File: config.mk
export PLATFORM = sky130hd
export DESIGN_NAME = matrix_multiply
export DESIGN_NICKNAME = d
export VERILOG_FILES = /design/src/hw/rtl/mm_pkg.sv /design/src/hw/rtl/mm_ctrl.sv /design/src/hw/rtl/mm_datapath.sv /design/src/hw/rtl/matrix_multiply.sv
export SDC_FILE = /design/constraint.sdc
export NUM_CORES = 2
export LEC_CHECK = 0
export ABC_AREA = 1
export BUFFER_PORTS_ARGS = -buffer_cell sky130_fd_sc_hd__buf_2
export CAP_MARGIN = 20
export CORE_MARGIN = 4
export CORE_UTILIZATION = 28
export DETAILED_ROUTE_END_ITERATION = 8
export GPL_ROUTABILITY_DRIVEN = 0
export PLACE_DENSITY = 0.46
export SYNTH_ARGS = -nofsm -noshare
export SYNTH_HDL_FRONTEND = slang
export SYNTH_SLANG_ARGS = --single-unit
File: constraint.sdc
create_clock -name clk -period 6.7 [get_ports clk]
set_input_delay 0.335 -clock clk [delete_from_list [all_inputs] [get_ports clk]]
set_output_delay 0.335 -clock clk [all_outputs]
set_load 0.01 [all_outputs]
File: src/hw/rtl/mm_pkg.sv
// Shared types and constants for the matrix multiply block.
package mm_pkg;

    // Result word fields
    localparam int ACC_W = 35;
    localparam int IDX_W = 3;

    // Configuration port
    localparam int CFG_IDX_W  = 2;
    localparam int CFG_DATA_W = 4;
    localparam logic [CFG_IDX_W-1:0] REG_ROWS  = 2'd0;
    localparam logic [CFG_IDX_W-1:0] REG_INNER = 2'd1;
    localparam logic [CFG_IDX_W-1:0] REG_COLS  = 2'd2;

    // Output stream word: value, row, col, padded to whole bytes
    localparam int OUT_DATA_W = ((ACC_W + 2 * IDX_W + 7) / 8) * 8;
    localparam int OUT_PAD_W  = OUT_DATA_W - ACC_W - 2 * IDX_W;

    // Tag travelling with each multiply-accumulate step
    typedef struct packed {
        logic             valid;
        logic             first;   // first term of a sum
        logic             lastk;   // final term of a sum
        logic             last;    // sum is the final result element
        logic [IDX_W-1:0] row;
        logic [IDX_W-1:0] col;
    } mac_tag_t;

    // Controller to datapath commands
    typedef struct packed {
        logic     wr_en;  // store the incoming element
        logic     wr_b;   // element belongs to B
        mac_tag_t tag;    // read both stores and feed the MAC
    } dp_cmd_t;

    typedef struct packed {
        logic [ACC_W-1:0] value;
        logic [IDX_W-1:0] row;
        logic [IDX_W-1:0] col;
        logic             last;
    } out_entry_t;

endpackage

File: src/hw/rtl/mm_ctrl.sv
// Controller: configuration registers, load counter and the row/column/inner loop sequencer.
module mm_ctrl #(
    parameter int MAX_DIM = 8
) (
    input  logic                          clk,
    input  logic                          rst_n,
    input  logic                          cfg_valid,
    output logic                          cfg_ready,
    input  logic [mm_pkg::CFG_IDX_W-1:0]  cfg_index,
    input  logic [mm_pkg::CFG_DATA_W-1:0] cfg_data,
    input  logic                          in_valid,
    output logic                          in_ready,
    input  logic                          out_pop,
    output mm_pkg::dp_cmd_t               cmd,
    output logic [$clog2(MAX_DIM*MAX_DIM)-1:0] wr_addr,
    output logic [$clog2(MAX_DIM*MAX_DIM)-1:0] a_addr,
    output logic [$clog2(MAX_DIM*MAX_DIM)-1:0] b_addr
);

    localparam int DW  = $clog2(MAX_DIM + 1);
    localparam int JW  = $clog2(MAX_DIM);
    localparam int AW  = $clog2(MAX_DIM * MAX_DIM);
    localparam int CW  = $clog2(2 * MAX_DIM * MAX_DIM + 1);
    localparam int CMW = (DW > mm_pkg::CFG_DATA_W) ? DW : mm_pkg::CFG_DATA_W;

    localparam logic ST_LOAD = 1'b0;
    localparam logic ST_MAC  = 1'b1;

    localparam logic [1:0] CREDITS = 2'd2;

    logic                          state_reg, state_next;
    logic [mm_pkg::CFG_DATA_W-1:0] rows_reg, rows_next;
    logic [mm_pkg::CFG_DATA_W-1:0] inner_reg, inner_next;
    logic [mm_pkg::CFG_DATA_W-1:0] cols_reg, cols_next;
    logic [CW-1:0]                 load_count_reg, load_count_next;
    logic [JW-1:0]                 j_reg, j_next;
    logic [JW-1:0]                 i_reg, i_next;
    logic [JW-1:0]                 k_reg, k_next;
    logic [AW-1:0]                 a_base_reg, a_base_next;
    logic [AW-1:0]                 a_addr_reg, a_addr_next;
    logic [AW-1:0]                 b_addr_reg, b_addr_next;
    logic [1:0]                    credit_reg, credit_next;

    logic [DW-1:0] dim_r, dim_n, dim_c;
    logic [CW-1:0] a_len, b_len, total_len;
    logic          in_b;
    logic          issue, take, k_end, i_end, j_end;

    // Out-of-range dimensions: zero acts as one, above MAX_DIM saturates
    always_comb
    begin
        dim_r = (rows_reg == '0) ? DW'(1) :
                ((CMW'(rows_reg) > CMW'(MAX_DIM)) ? DW'(MAX_DIM) : DW'(rows_reg));
        dim_n = (inner_reg == '0) ? DW'(1) :
                ((CMW'(inner_reg) > CMW'(MAX_DIM)) ? DW'(MAX_DIM) : DW'(inner_reg));
        dim_c = (cols_reg == '0) ? DW'(1) :
                ((CMW'(cols_reg) > CMW'(MAX_DIM)) ? DW'(MAX_DIM) : DW'(cols_reg));
    end

    assign a_len     = CW'(dim_r) * CW'(dim_n);
    assign b_len     = CW'(dim_n) * CW'(dim_c);
    assign total_len = a_len + b_len;
    assign in_b      = (load_count_reg >= a_len);
    assign wr_addr   = in_b ? AW'(load_count_reg - a_len) : AW'(load_count_reg);

    assign k_end = (DW'(k_reg) == dim_n - DW'(1));
    assign i_end = (DW'(i_reg) == dim_c - DW'(1));
    assign j_end = (DW'(j_reg) == dim_r - DW'(1));

    // A new sum starts only when the output queue has room reserved for it
    assign issue = (state_reg == ST_MAC) && ((k_reg != '0) || (credit_reg != 2'd0));
    assign take  = issue && (k_reg == '0);

    assign cfg_ready = 1'b1;
    assign in_ready  = (state_reg == ST_LOAD);
    assign a_addr    = a_addr_reg;
    assign b_addr    = b_addr_reg;

    always_comb
    begin
        state_next      = state_reg;
        rows_next       = rows_reg;
        inner_next      = inner_reg;
        cols_next       = cols_reg;
        load_count_next = load_count_reg;
        j_next          = j_reg;
        i_next          = i_reg;
        k_next          = k_reg;
        a_base_next     = a_base_reg;
        a_addr_next     = a_addr_reg;
        b_addr_next     = b_addr_reg;
        cmd             = '0;

        unique case (state_reg)
            ST_LOAD:
            begin
                if (in_valid)
                begin
                    cmd.wr_en = 1'b1;
                    cmd.wr_b  = in_b;
                    if (load_count_reg + CW'(1) == total_len)
                    begin
                        load_count_next = '0;
                        state_next      = ST_MAC;
                        j_next          = '0;
                        i_next          = '0;
                        k_next          = '0;
                        a_base_next     = '0;
                        a_addr_next     = '0;
                        b_addr_next     = '0;
                    end
                    else
                    begin
                        load_count_next = load_count_reg + CW'(1);
                    end
                end
            end
            ST_MAC:
            begin
                if (issue)
                begin
                    cmd.tag.valid = 1'b1;
                    cmd.tag.first = (k_reg == '0);
                    cmd.tag.lastk = k_end;
                    cmd.tag.last  = j_end && i_end;
                    cmd.tag.row   = mm_pkg::IDX_W'(j_reg);
                    cmd.tag.col   = mm_pkg::IDX_W'(i_reg);
                    if (k_end)
                    begin
                        k_next = '0;
                        if (i_end)
                        begin
                            i_next      = '0;
                            b_addr_next = '0;
                            if (j_end)
                            begin
                                state_next = ST_LOAD;
                            end
                            else
                            begin
                                j_next      = j_reg + JW'(1);
                                a_base_next = a_base_reg + AW'(dim_n);
                                a_addr_next = a_base_reg + AW'(dim_n);
                            end
                        end
                        else
                        begin
                            i_next      = i_reg + JW'(1);
                            a_addr_next = a_base_reg;
                            b_addr_next = AW'(i_reg) + AW'(1);
                        end
                    end
                    else
                    begin
                        k_next      = k_reg + JW'(1);
                        a_addr_next = a_addr_reg + AW'(1);
                        b_addr_next = b_addr_reg + AW'(dim_c);
                    end
                end
            end
            default:
            begin
                state_next = ST_LOAD;
            end
        endcase

        // A write to a mapped register abandons any partial load
        if (cfg_valid)
        begin
            unique case (cfg_index)
                mm_pkg::REG_ROWS:
                begin
                    rows_next       = cfg_data;
                    load_count_next = '0;
                end
                mm_pkg::REG_INNER:
                begin
                    inner_next      = cfg_data;
                    load_count_next = '0;
                end
                mm_pkg::REG_COLS:
                begin
                    cols_next       = cfg_data;
                    load_count_next = '0;
                end
                default:
                begin
                end
            endcase
        end
    end

    always_comb
    begin
        unique case ({take, out_pop})
            2'b10:   credit_next = credit_reg - 2'd1;
            2'b01:   credit_next = credit_reg + 2'd1;
            default: credit_next = credit_reg;
        endcase
    end

    always_ff @(posedge clk or negedge rst_n)
    begin
        if (!rst_n)
        begin
            state_reg      <= ST_LOAD;
            rows_reg       <= 4'd8;
            inner_reg      <= 4'd8;
            cols_reg       <= 4'd8;
            load_count_reg <= '0;
            j_reg          <= '0;
            i_reg          <= '0;
            k_reg          <= '0;
            a_base_reg     <= '0;
            a_addr_reg     <= '0;
            b_addr_reg     <= '0;
            credit_reg     <= CREDITS;
        end
        else
        begin
            state_reg      <= state_next;
            rows_reg       <= rows_next;
            inner_reg      <= inner_next;
            cols_reg       <= cols_next;
            load_count_reg <= load_count_next;
            j_reg          <= j_next;
            i_reg          <= i_next;
            k_reg          <= k_next;
            a_base_reg     <= a_base_next;
            a_addr_reg     <= a_addr_next;
            b_addr_reg     <= b_addr_next;
            credit_reg     <= credit_next;
        end
    end

    a_credit_bound: assert property (@(posedge clk) disable iff (!rst_n)
        credit_reg <= CREDITS)
        else $error("output credit above queue depth");

    a_sum_has_slot: assert property (@(posedge clk) disable iff (!rst_n)
        (cmd.tag.valid && cmd.tag.first) |-> (credit_reg != 2'd0))
        else $error("sum started with no free output slot");

    a_mac_after_load: assert property (@(posedge clk) disable iff (!rst_n)
        $rose(state_reg == ST_MAC) |-> $past(cmd.wr_en))
        else $error("compute entered without a completing element");

endmodule

File: src/hw/rtl/mm_datapath.sv
// Datapath: A and B element stores, shared multiply-accumulate and two-entry result queue.
module mm_datapath #(
    parameter int MAX_DIM    = 8,
    parameter int ELEM_WIDTH = 16
) (
    input  logic                                 clk,
    input  logic                                 rst_n,
    input  mm_pkg::dp_cmd_t                      cmd,
    input  logic [$clog2(MAX_DIM*MAX_DIM)-1:0]   wr_addr,
    input  logic [$clog2(MAX_DIM*MAX_DIM)-1:0]   a_addr,
    input  logic [$clog2(MAX_DIM*MAX_DIM)-1:0]   b_addr,
    input  logic signed [ELEM_WIDTH-1:0]         element,
    output logic                                 out_valid,
    input  logic                                 out_ready,
    output mm_pkg::out_entry_t                   out_entry,
    output logic                                 out_pop
);

    localparam int DEPTH = MAX_DIM * MAX_DIM;
    localparam int PW    = 2 * ELEM_WIDTH;

    logic signed [ELEM_WIDTH-1:0] a_mem [DEPTH];
    logic signed [ELEM_WIDTH-1:0] b_mem [DEPTH];

    logic signed [ELEM_WIDTH-1:0] a_q_reg, b_q_reg;
    logic signed [PW-1:0]         prod_reg;
    logic [mm_pkg::ACC_W-1:0]     acc_reg;
    logic [mm_pkg::ACC_W-1:0]     addend, acc_next;
    mm_pkg::mac_tag_t             tag1_reg, tag2_reg;

    mm_pkg::out_entry_t fifo_reg [2];
    logic               wr_ptr_reg, rd_ptr_reg;
    logic [1:0]         cnt_reg, cnt_next;
    logic               push;

    // Stores: one write port, registered read of both
    always_ff @(posedge clk)
    begin
        if (cmd.wr_en && !cmd.wr_b)
        begin
            a_mem[wr_addr] <= element;
        end
        if (cmd.wr_en && cmd.wr_b)
        begin
            b_mem[wr_addr] <= element;
        end
        a_q_reg  <= a_mem[a_addr];
        b_q_reg  <= b_mem[b_addr];
        prod_reg <= a_q_reg * b_q_reg;
    end

    // Sums wrap modulo the result width
    generate
        if (PW >= mm_pkg::ACC_W)
        begin : g_trunc
            assign addend = prod_reg[mm_pkg::ACC_W-1:0];
        end
        else
        begin : g_sext
            assign addend = {{(mm_pkg::ACC_W - PW){prod_reg[PW-1]}}, prod_reg};
        end
    endgenerate

    assign acc_next = tag2_reg.first ? addend : acc_reg + addend;
    assign push     = tag2_reg.valid && tag2_reg.lastk;

    always_ff @(posedge clk)
    begin
        if (tag2_reg.valid)
        begin
            acc_reg <= acc_next;
        end
        if (push)
        begin
            fifo_reg[wr_ptr_reg] <= '{value: acc_next, row: tag2_reg.row,
                                      col: tag2_reg.col, last: tag2_reg.last};
        end
    end

    assign out_valid = (cnt_reg != 2'd0);
    assign out_entry = fifo_reg[rd_ptr_reg];
    assign out_pop   = out_valid && out_ready;

    always_comb
    begin
        unique case ({push, out_pop})
            2'b10:   cnt_next = cnt_reg + 2'd1;
            2'b01:   cnt_next = cnt_reg - 2'd1;
            default: cnt_next = cnt_reg;
        endcase
    end

    always_ff @(posedge clk or negedge rst_n)
    begin
        if (!rst_n)
        begin
            tag1_reg   <= '0;
            tag2_reg   <= '0;
            wr_ptr_reg <= 1'b0;
            rd_ptr_reg <= 1'b0;
            cnt_reg    <= 2'd0;
        end
        else
        begin
            tag1_reg <= cmd.tag;
            tag2_reg <= tag1_reg;
            cnt_reg  <= cnt_next;
            if (push)
            begin
                wr_ptr_reg <= !wr_ptr_reg;
            end
            if (out_pop)
            begin
                rd_ptr_reg <= !rd_ptr_reg;
            end
        end
    end

    a_queue_bound: assert property (@(posedge clk) disable iff (!rst_n)
        cnt_reg <= 2'd2)
        else $error("result queue count out of range");

    a_no_overflow: assert property (@(posedge clk) disable iff (!rst_n)
        push |-> ((cnt_reg != 2'd2) || out_pop))
        else $error("finished sum pushed into a full queue");

    a_tag_follows: assert property (@(posedge clk) disable iff (!rst_n)
        tag2_reg.valid |-> $past(cmd.tag.valid, 2))
        else $error("MAC tag appeared without an issued read");

endmodule

File: src/hw/rtl/matrix_multiply.sv
// Top level of the dense matrix multiply block.
//
//  channel   dir  handshake                  payload
//  s_axis    in   s_axis_tvalid/tready       tdata: element
//  m_axis    out  m_axis_tvalid/tready       tdata: product_value, result_row, result_col;
//                                            tlast: last_flag
//  cfg       in   cfg_valid/cfg_ready        cfg_index, cfg_data
//
// Loading accepts one element per cycle while s_axis_tvalid is high; s_axis_tready is low
// while the product is computed. The single MAC works through the result elements in turn,
// summing inner_used terms for each through the store-read and multiply registers;
// a two-entry result queue lets the next sum run while a word waits on m_axis.
// A stall on m_axis holds the MAC once both queue entries are reserved.
// Reset sets all three dimensions to 8 and empties the load; the stores are not cleared.
module matrix_multiply #(
    parameter int MAX_DIM    = 8,
    parameter int ELEM_WIDTH = 16
) (
    input  logic                                  clk,
    input  logic                                  rst_n,
    input  logic                                  s_axis_tvalid,
    output logic                                  s_axis_tready,
    input  logic [((ELEM_WIDTH+7)/8)*8-1:0]       s_axis_tdata,  // [ELEM_WIDTH-1:0] element
    output logic                                  m_axis_tvalid,
    input  logic                                  m_axis_tready,
    output logic [mm_pkg::OUT_DATA_W-1:0]         m_axis_tdata,  // product_value, row, col
    output logic                                  m_axis_tlast,
    input  logic                                  cfg_valid,
    output logic                                  cfg_ready,
    input  logic [mm_pkg::CFG_IDX_W-1:0]          cfg_index,
    input  logic [mm_pkg::CFG_DATA_W-1:0]         cfg_data
);

    localparam int AW = $clog2(MAX_DIM * MAX_DIM);

    mm_pkg::dp_cmd_t    cmd;
    mm_pkg::out_entry_t out_entry;
    logic [AW-1:0]      wr_addr, a_addr, b_addr;
    logic               out_pop;

    mm_ctrl #(
        .MAX_DIM (MAX_DIM)
    ) u_ctrl (
        .clk       (clk),
        .rst_n     (rst_n),
        .cfg_valid (cfg_valid),
        .cfg_ready (cfg_ready),
        .cfg_index (cfg_index),
        .cfg_data  (cfg_data),
        .in_valid  (s_axis_tvalid),
        .in_ready  (s_axis_tready),
        .out_pop   (out_pop),
        .cmd       (cmd),
        .wr_addr   (wr_addr),
        .a_addr    (a_addr),
        .b_addr    (b_addr)
    );

    mm_datapath #(
        .MAX_DIM    (MAX_DIM),
        .ELEM_WIDTH (ELEM_WIDTH)
    ) u_datapath (
        .clk       (clk),
        .rst_n     (rst_n),
        .cmd       (cmd),
        .wr_addr   (wr_addr),
        .a_addr    (a_addr),
        .b_addr    (b_addr),
        .element   (s_axis_tdata[ELEM_WIDTH-1:0]),
        .out_valid (m_axis_tvalid),
        .out_ready (m_axis_tready),
        .out_entry (out_entry),
        .out_pop   (out_pop)
    );

    assign m_axis_tdata = {{mm_pkg::OUT_PAD_W{1'b0}}, out_entry.col, out_entry.row,
                           out_entry.value};
    assign m_axis_tlast = out_entry.last;

endmodule

* Yosys cells after proc, flatten, opt, wreduce, memory -nomap -nowiden
Memory sizes are Yosys's and may differ from the RTL's. A register that Yosys moved wholly into a read port is not among the register bits. Cells that the tools add are included.
Word-level totals: memory bits (writable) 2132, bits in registers 141, logic and storage cells 165, output and inout port bits 52, bits of input ports 27, memories kept 3
Memory list:
- u_datapath.a_mem | words 64, bits a word 16, rd ports 1, clocked after Yosys merged registers in 1, wr ports 1, line mm_datapath.sv:22 | logic signed [ELEM_WIDTH-1:0] a_mem [DEPTH];
- u_datapath.b_mem | words 64, bits a word 16, rd ports 1, clocked after Yosys merged registers in 1, wr ports 1, line mm_datapath.sv:23 | logic signed [ELEM_WIDTH-1:0] b_mem [DEPTH];
- u_datapath.fifo_reg | words 2, bits a word 42, rd ports 1, clocked after Yosys merged registers in 0, wr ports 1, line mm_datapath.sv:31 | mm_pkg::out_entry_t fifo_reg [2];
Cells by class: multiplexer cells 61, add/sub/neg operators 18, multipliers 3, magnitude comparators 4, equality and inequality tests 17, bitwise logic cells 1, reductions and logical operators 29
Operator list (number):
- $mux 6 | 13
- $mux 8 | 5
- $pmux 6 s2 | 3
- $add 35x35->35 | 1
- $mux 35 | 1
- $mux 3 | 11
- $mul 16x16->32 | 1
- $mux 4 | 6
- $mux 10 | 2
- $pmux 3 s2 | 3
- $mul 4x4->8 | 2
- $add 6x4->6 | 2
- $eq 3x4->1 | 3
- $gt 4x4->1 const B | 3
- $logic_not 4->1 | 3
- $mux 1 | 12
- $sub 4x1->4 const B | 3
- $ne 2x2->1 const B | 5
- $add 3x1->3 const B | 3
- $add 8x1->8 const B | 1
- $add 8x8->8 | 1
- $eq 8x8->1 | 1
- $ge 8x8->1 | 1
- $pmux 2 s2 | 2
- other kinds (24) | 45

* Depth between registers and ports, before layout
depth in word-level cells 11, gate-level depth with buffers 31, gate-level depth less buffers 30

* Cells and area by module
Synthesis repeated with hierarchy kept, for this count alone.
Second synthesis, totals: cells, all modules 9509, area, all modules 106126.8 um^2
Modules (own cells, without submodules):
- mm_datapath | sequential area each 66954.2 um^2, instances 1, cells an instance 8782, area an instance 100953.1 um^2
- mm_ctrl | sequential area each 1256.2 um^2, instances 1, cells an instance 719, area an instance 5117.4 um^2
- matrix_multiply | sequential area each 0.0 um^2, instances 1, cells an instance 8, area an instance 56.3 um^2

* Worst setup path before layout
OpenSTA, ideal clock, no wires.
kind reg-to-reg, start point register u_ctrl.inner_reg[1] in the netlist's numbering, end point memory u_datapath.b_mem[17][0] (enable), stages on the path, launching flop included 25, arrival 5.269 ns, setup slack 1.022 ns, required time 6.291 ns, setup time 0.409 ns, period minus slack after synthesis 5.678 ns, path buffers 2, path through dfrtp_1 -> nor2_1 -> nand2_1 -> a21oi_1 -> nand3_1 -> fa_1 -> fa_1 -> inv_1 -> ha_1 -> nand2_1 -> nand2_1 -> nand2_1 -> xor2_1 -> inv_1 -> ha_1 -> a21oi_1 -> o21a_1 -> nand3_2 -> buf_8 -> nand3_1 -> o21ai_2 -> inv_2 -> nand3_2 -> buf_4 -> nor3_1
Between the ends: cells in the longest elaborated chain, start to end 10, elaborated cells between the ends (all ways) 13, classes of those cells add/sub (1); mul (1); order compare (2); mux (7); reduce/logical (2)
Ends and longest elaborated chain:
- start, declared | line mm_ctrl.sv:33 | logic [mm_pkg::CFG_DATA_W-1:0] inner_reg, inner_next;
- start signal, assigned | line mm_ctrl.sv:223 | inner_reg <= inner_next;
- $gt 4x4->1 | line mm_ctrl.sv:55 | ((CMW'(inner_reg) > CMW'(MAX_DIM)) ? DW'(MAX_DIM) : DW'(inner_reg));
- $mux 4 | line mm_ctrl.sv:55
- $mux 4 * | line mm_ctrl.sv:54 | dim_n = (inner_reg == '0) ? DW'(1) :
- $mul 4x4->8 * | line mm_ctrl.sv:60 | assign a_len = CW'(dim_r) * CW'(dim_n);
- $ge 8x8->1 | line mm_ctrl.sv:63 | assign in_b = (load_count_reg >= a_len);
- $mux 2 | line mm_ctrl.sv:97 | if (in_valid)
- $mux 2 | line mm_ctrl.sv:94 | unique case (state_reg)
- $logic_and 1x1->1 | line mm_datapath.sv:43 | if (cmd.wr_en && cmd.wr_b)
- $mux 1 | line mm_datapath.sv:43
- $mux 1 (implied by the code) | line mm_datapath.sv:45 | b_mem[wr_addr] <= element;
- end, declared | line mm_datapath.sv:23
Every way passes the cells marked *; elsewhere a longest branch is shown, timed or not.

* Worst setup path after layout
start point register u_ctrl.inner_reg[1] in the netlist's numbering, end point memory u_datapath.b_mem[13][3] (enable)
Same word-level chain as after synthesis.

==> summary.txt <==
Outcome
  – Outcome: finished, final reports clean

Synth
  – Seq cells post-synth: about 2300
  – Mapped Area: 0.105 mm2
  – Number of synthesized flops with an enable pin: about 2200
  – Netlist cell types: 56
  – Top_reg_cell synth: edfxtp_1
  – Sequential share of the synthesized area: 65.1%
  – Mean Syn Cell Area: 11.8 um2
  – Asr flop ratio synth: about 3.2%
  – Mapped Cells: 8904
  – Area fraction of the dominant cell type after synthesis: 62.1%
  – Ys Warns: 0
  – Largest cells by area after synthesis: edfxtp_1 62%, o21ai_0 6.2%, fa_1 5.3%, nor2_1 5.1%, o22ai_1 3.4%
  – Synth area leader: edfxtp_1

Critical path
  – Crit. End Element: flip-flop
  – Critical Path Max Stage Delay: approximately 0.7 ns
  – Critical path class: flip-flop to flip-flop
  – Largest delay share family, worst path: simple AND/OR/NAND/NOR gates
  – Worst-path fanout max: 11
  – Bufs and invs on worst path: 5
  – Crit path max-delay cell type: nor3_2
  – Crit path cell chain: nor2_1 -> nand2_1 -> a21oi_1 -> nand3_1 -> fa_1 -> fa_1 -> inv_1 -> ha_1 -> nand2_1 -> nand2_1 -> nand2_1 -> xor2_1 -> inv_1 -> ha_1 -> a21oi_1 -> o21a_1 -> nand3_2 -> buf_4 -> o21ai_4 -> inv_4 -> nor2_4 -> nand2_2 -> nor3_2 -> buf_4
  – WP data arrival: 6.88 ns
  – Worst path required time: around 7.3 ns
  – CP Launch Type: flip-flop
  – Most used cell, CP: nand2_1

Timing
  – Setup TNS: 0 ns
  – Highest clock rate: about 0.16 GHz
  – Final slew viol count: 0
  – Final setup violation count: 0
  – Worst hold margin: 0.0698 ns
  – Max transition margin: 24.5%
  – Setup Skew: 0.0960 ns
  – Final cycle utilization of the critical path: between 90% and 100%
  – Tmin final: 6.30 ns
  – Worst slew pin tran: 1.13 ns
  – RSZ-0062 raised after global routing: no
  – Hold Fails Final Rpt: 0

Drt
  – Antenna-violating nets left: 0
  – Via/cell ratio: ~4.9
  – Avg WL per Cell: around 23 um
  – DRT iter0 DRCs: 6439
  – Final WL: 320 mm
  – Pre-antenna DRT Iters: 6
  – DRC violation count after routing: 0
  – Vias: 69400

Finish
  – Most frequent cells in the layout: 2167 x edfxtp_1, 1422 x nor2_1, 1293 x o21ai_0
  – Layout Nets: about 9400
  – Layout cell share with drive strength beyond 1: between 10% and 20%
  – Commonest non-fill, non-tap cell in the layout: edfxtp_1
  – Number of fill cells: around 37000
  – Layout area overhead: 14.8%

Floorplanning
  – # rows: 224
  – Die area: 0.384 mm2
  – Die span in x: 620 um
  – Core Box Area: between 0.3 and 0.4 mm2
  – Boundary pin count: 79
  – Starting density of the core: 28.1%
  – Vert. Die Dim: 620 um

Global route
  – Gr usage total: 16.2%
  – Vias in the first global route: between 60000 and 70000
  – Overflow after GRT: 0
  – Maximum number of pins on one net before global-route repair: 161
  – Antenna violations before repair: 11
  – First-pass GRT wire length: 472 mm

Clock tree
  – CTS tree: built
  – Max clock buf depth: 4
  – TritonCTS buffer count: 240
  – Post-CTS setup buffer count: 0
  – Clk pin slew, worst setup/hold paths: 0.06 ns
  – CTS Sinks: approximately 2300
  – Clock root buffer: clkbuf_16
  – # H-tree levels: 4
  – Clk_lat worst skew: 0.97 ns

Job
  – Reported max-cap violation count: 0

Min path
  – Min-delay worst type: input pin to flip-flop

Placed design
  – Port bufs: 70
  – HPWL Detailed: 195 mm
## worst paths after layout
path / start / endpoint / slack, ns / depth (start not counted)
max in group asynchronous: rst_n / u_ctrl.b_addr[1]$_DFFE_PN0P_ / 5.75 / 4
hold / removal: s_axis_tdata[10] / u_datapath.b_mem[21][10]$_DFFE_PP_ / 0.07 / 1
min in group asynchronous: rst_n / u_ctrl.cols_reg[2]$_DFFE_PN0P_ / 0.32 / 3
setup reg to reg: u_ctrl.inner_reg[1]$_DFFE_PN0P_ / u_datapath.b_mem[13][3]$_DFFE_PP_ / 0.40 / 24
hold reg to reg: u_datapath.tag1_reg[6]$_DFF_PN0_ / u_datapath.tag2_reg[6]$_DFF_PN0_ / 0.35 / 0
setup / recovery: u_ctrl.inner_reg[1]$_DFFE_PN0P_ / u_datapath.b_mem[13][3]$_DFFE_PP_ / 0.40 / 24
## per-stage QoR
| step | setup WS [ns] | utilization [%] | instances | cell area (um2) |
|---|---|---|---|---|
| 5_1_grt | 0.0746 | 32.3 | 14200 | 120000 |
| 3_5_place_dp | 0.438 | 30.1 | 13700 | 112000 |
| 4_1_cts | 0.400 | 32.3 | 14100 | 120000 |
| 6_report | 0.398 | 32.3 | 14200 | 120000 |
| 3_3_place_gp | 0.378 | 30.1 | 13700 | 112000 |
| 2_1_floorplan | 1.02 | - | 8910 | 105000 |
## metal layers
metal | vias up | wire length, um | track usage [%]
li1 | 31700 | - | -
met1 | 35100 | 141000 | 22.2
met2 | 2101 | 151000 | 27.0
met3 | 424 | 18700 | 2.18
met4 | 2 | 8840 | 4.27
met5 | - | 13 | 0
## Yosys cell counts (21+ instances only)
master / instances
a21oi_1: 118
buf_1: 21
buf_2: 77
buf_4: 21
clkbuf_1: 423
dfrtp_1: 70
dfxtp_1: 64
edfxtp_1: 2167
fa_1: 279
ha_1: 170
inv_1: 596
nand2_1: 875
nand3_1: 137
nand4_1: 24
nor2_1: 1424
nor3_1: 81
nor3_2: 65
o211ai_1: 39
o21ai_0: 1293
o21ai_1: 32
o21bai_1: 66
o221ai_1: 39
o22ai_1: 572
or2_2: 44
xnor2_1: 35
xor2_1: 44
## logic make-up after synthesis
family,share of synthesized area (%)
simple gates,10.7
flops,65.1
compound gates,11.8
buf+inv,4.40
fa+ha+maj,7.36
xor+xnor,0.676
other cells,0.00717
## worst reg2reg max path, delay by kind of cell (launching register included)
| kind | cells | cell delay, ns |
|---|---|---|
| AO/OA/AOI/OAI | 4 | 0.86 |
| adder cells (fa/ha/maj) | 4 | 1.62 |
| AND/OR/NAND/NOR | 10 | 1.85 |
| XOR/XNOR | 1 | 0.28 |
| buffers and inverters | 5 | 0.92 |
| flip-flops | 1 | 0.41 |
## final cells by class
class | instances | area, um2 | share of cell area, %
multi-input cells | 5440 | 32300 | 26.9
inverters | 615 | 2340 | 1.95
diodes | 7 | 17.5 | 0.0146
clock inverters | 160 | 1650 | 1.37
well taps | 4972 | 6220 | 5.17
flip-flops and latches | 2305 | 68200 | 56.7
clock buffers | 288 | 6270 | 5.21
repair buffers | 371 | 3220 | 2.68
## what timing repair did
action	CTS	global route
hold endpoints to repair	683	9
hold buffers	29	1
gates resized for setup	0	0
Power is not shown: default switching activity piles up to over one toggle a cycle in this logic, so the estimate is an artifact.
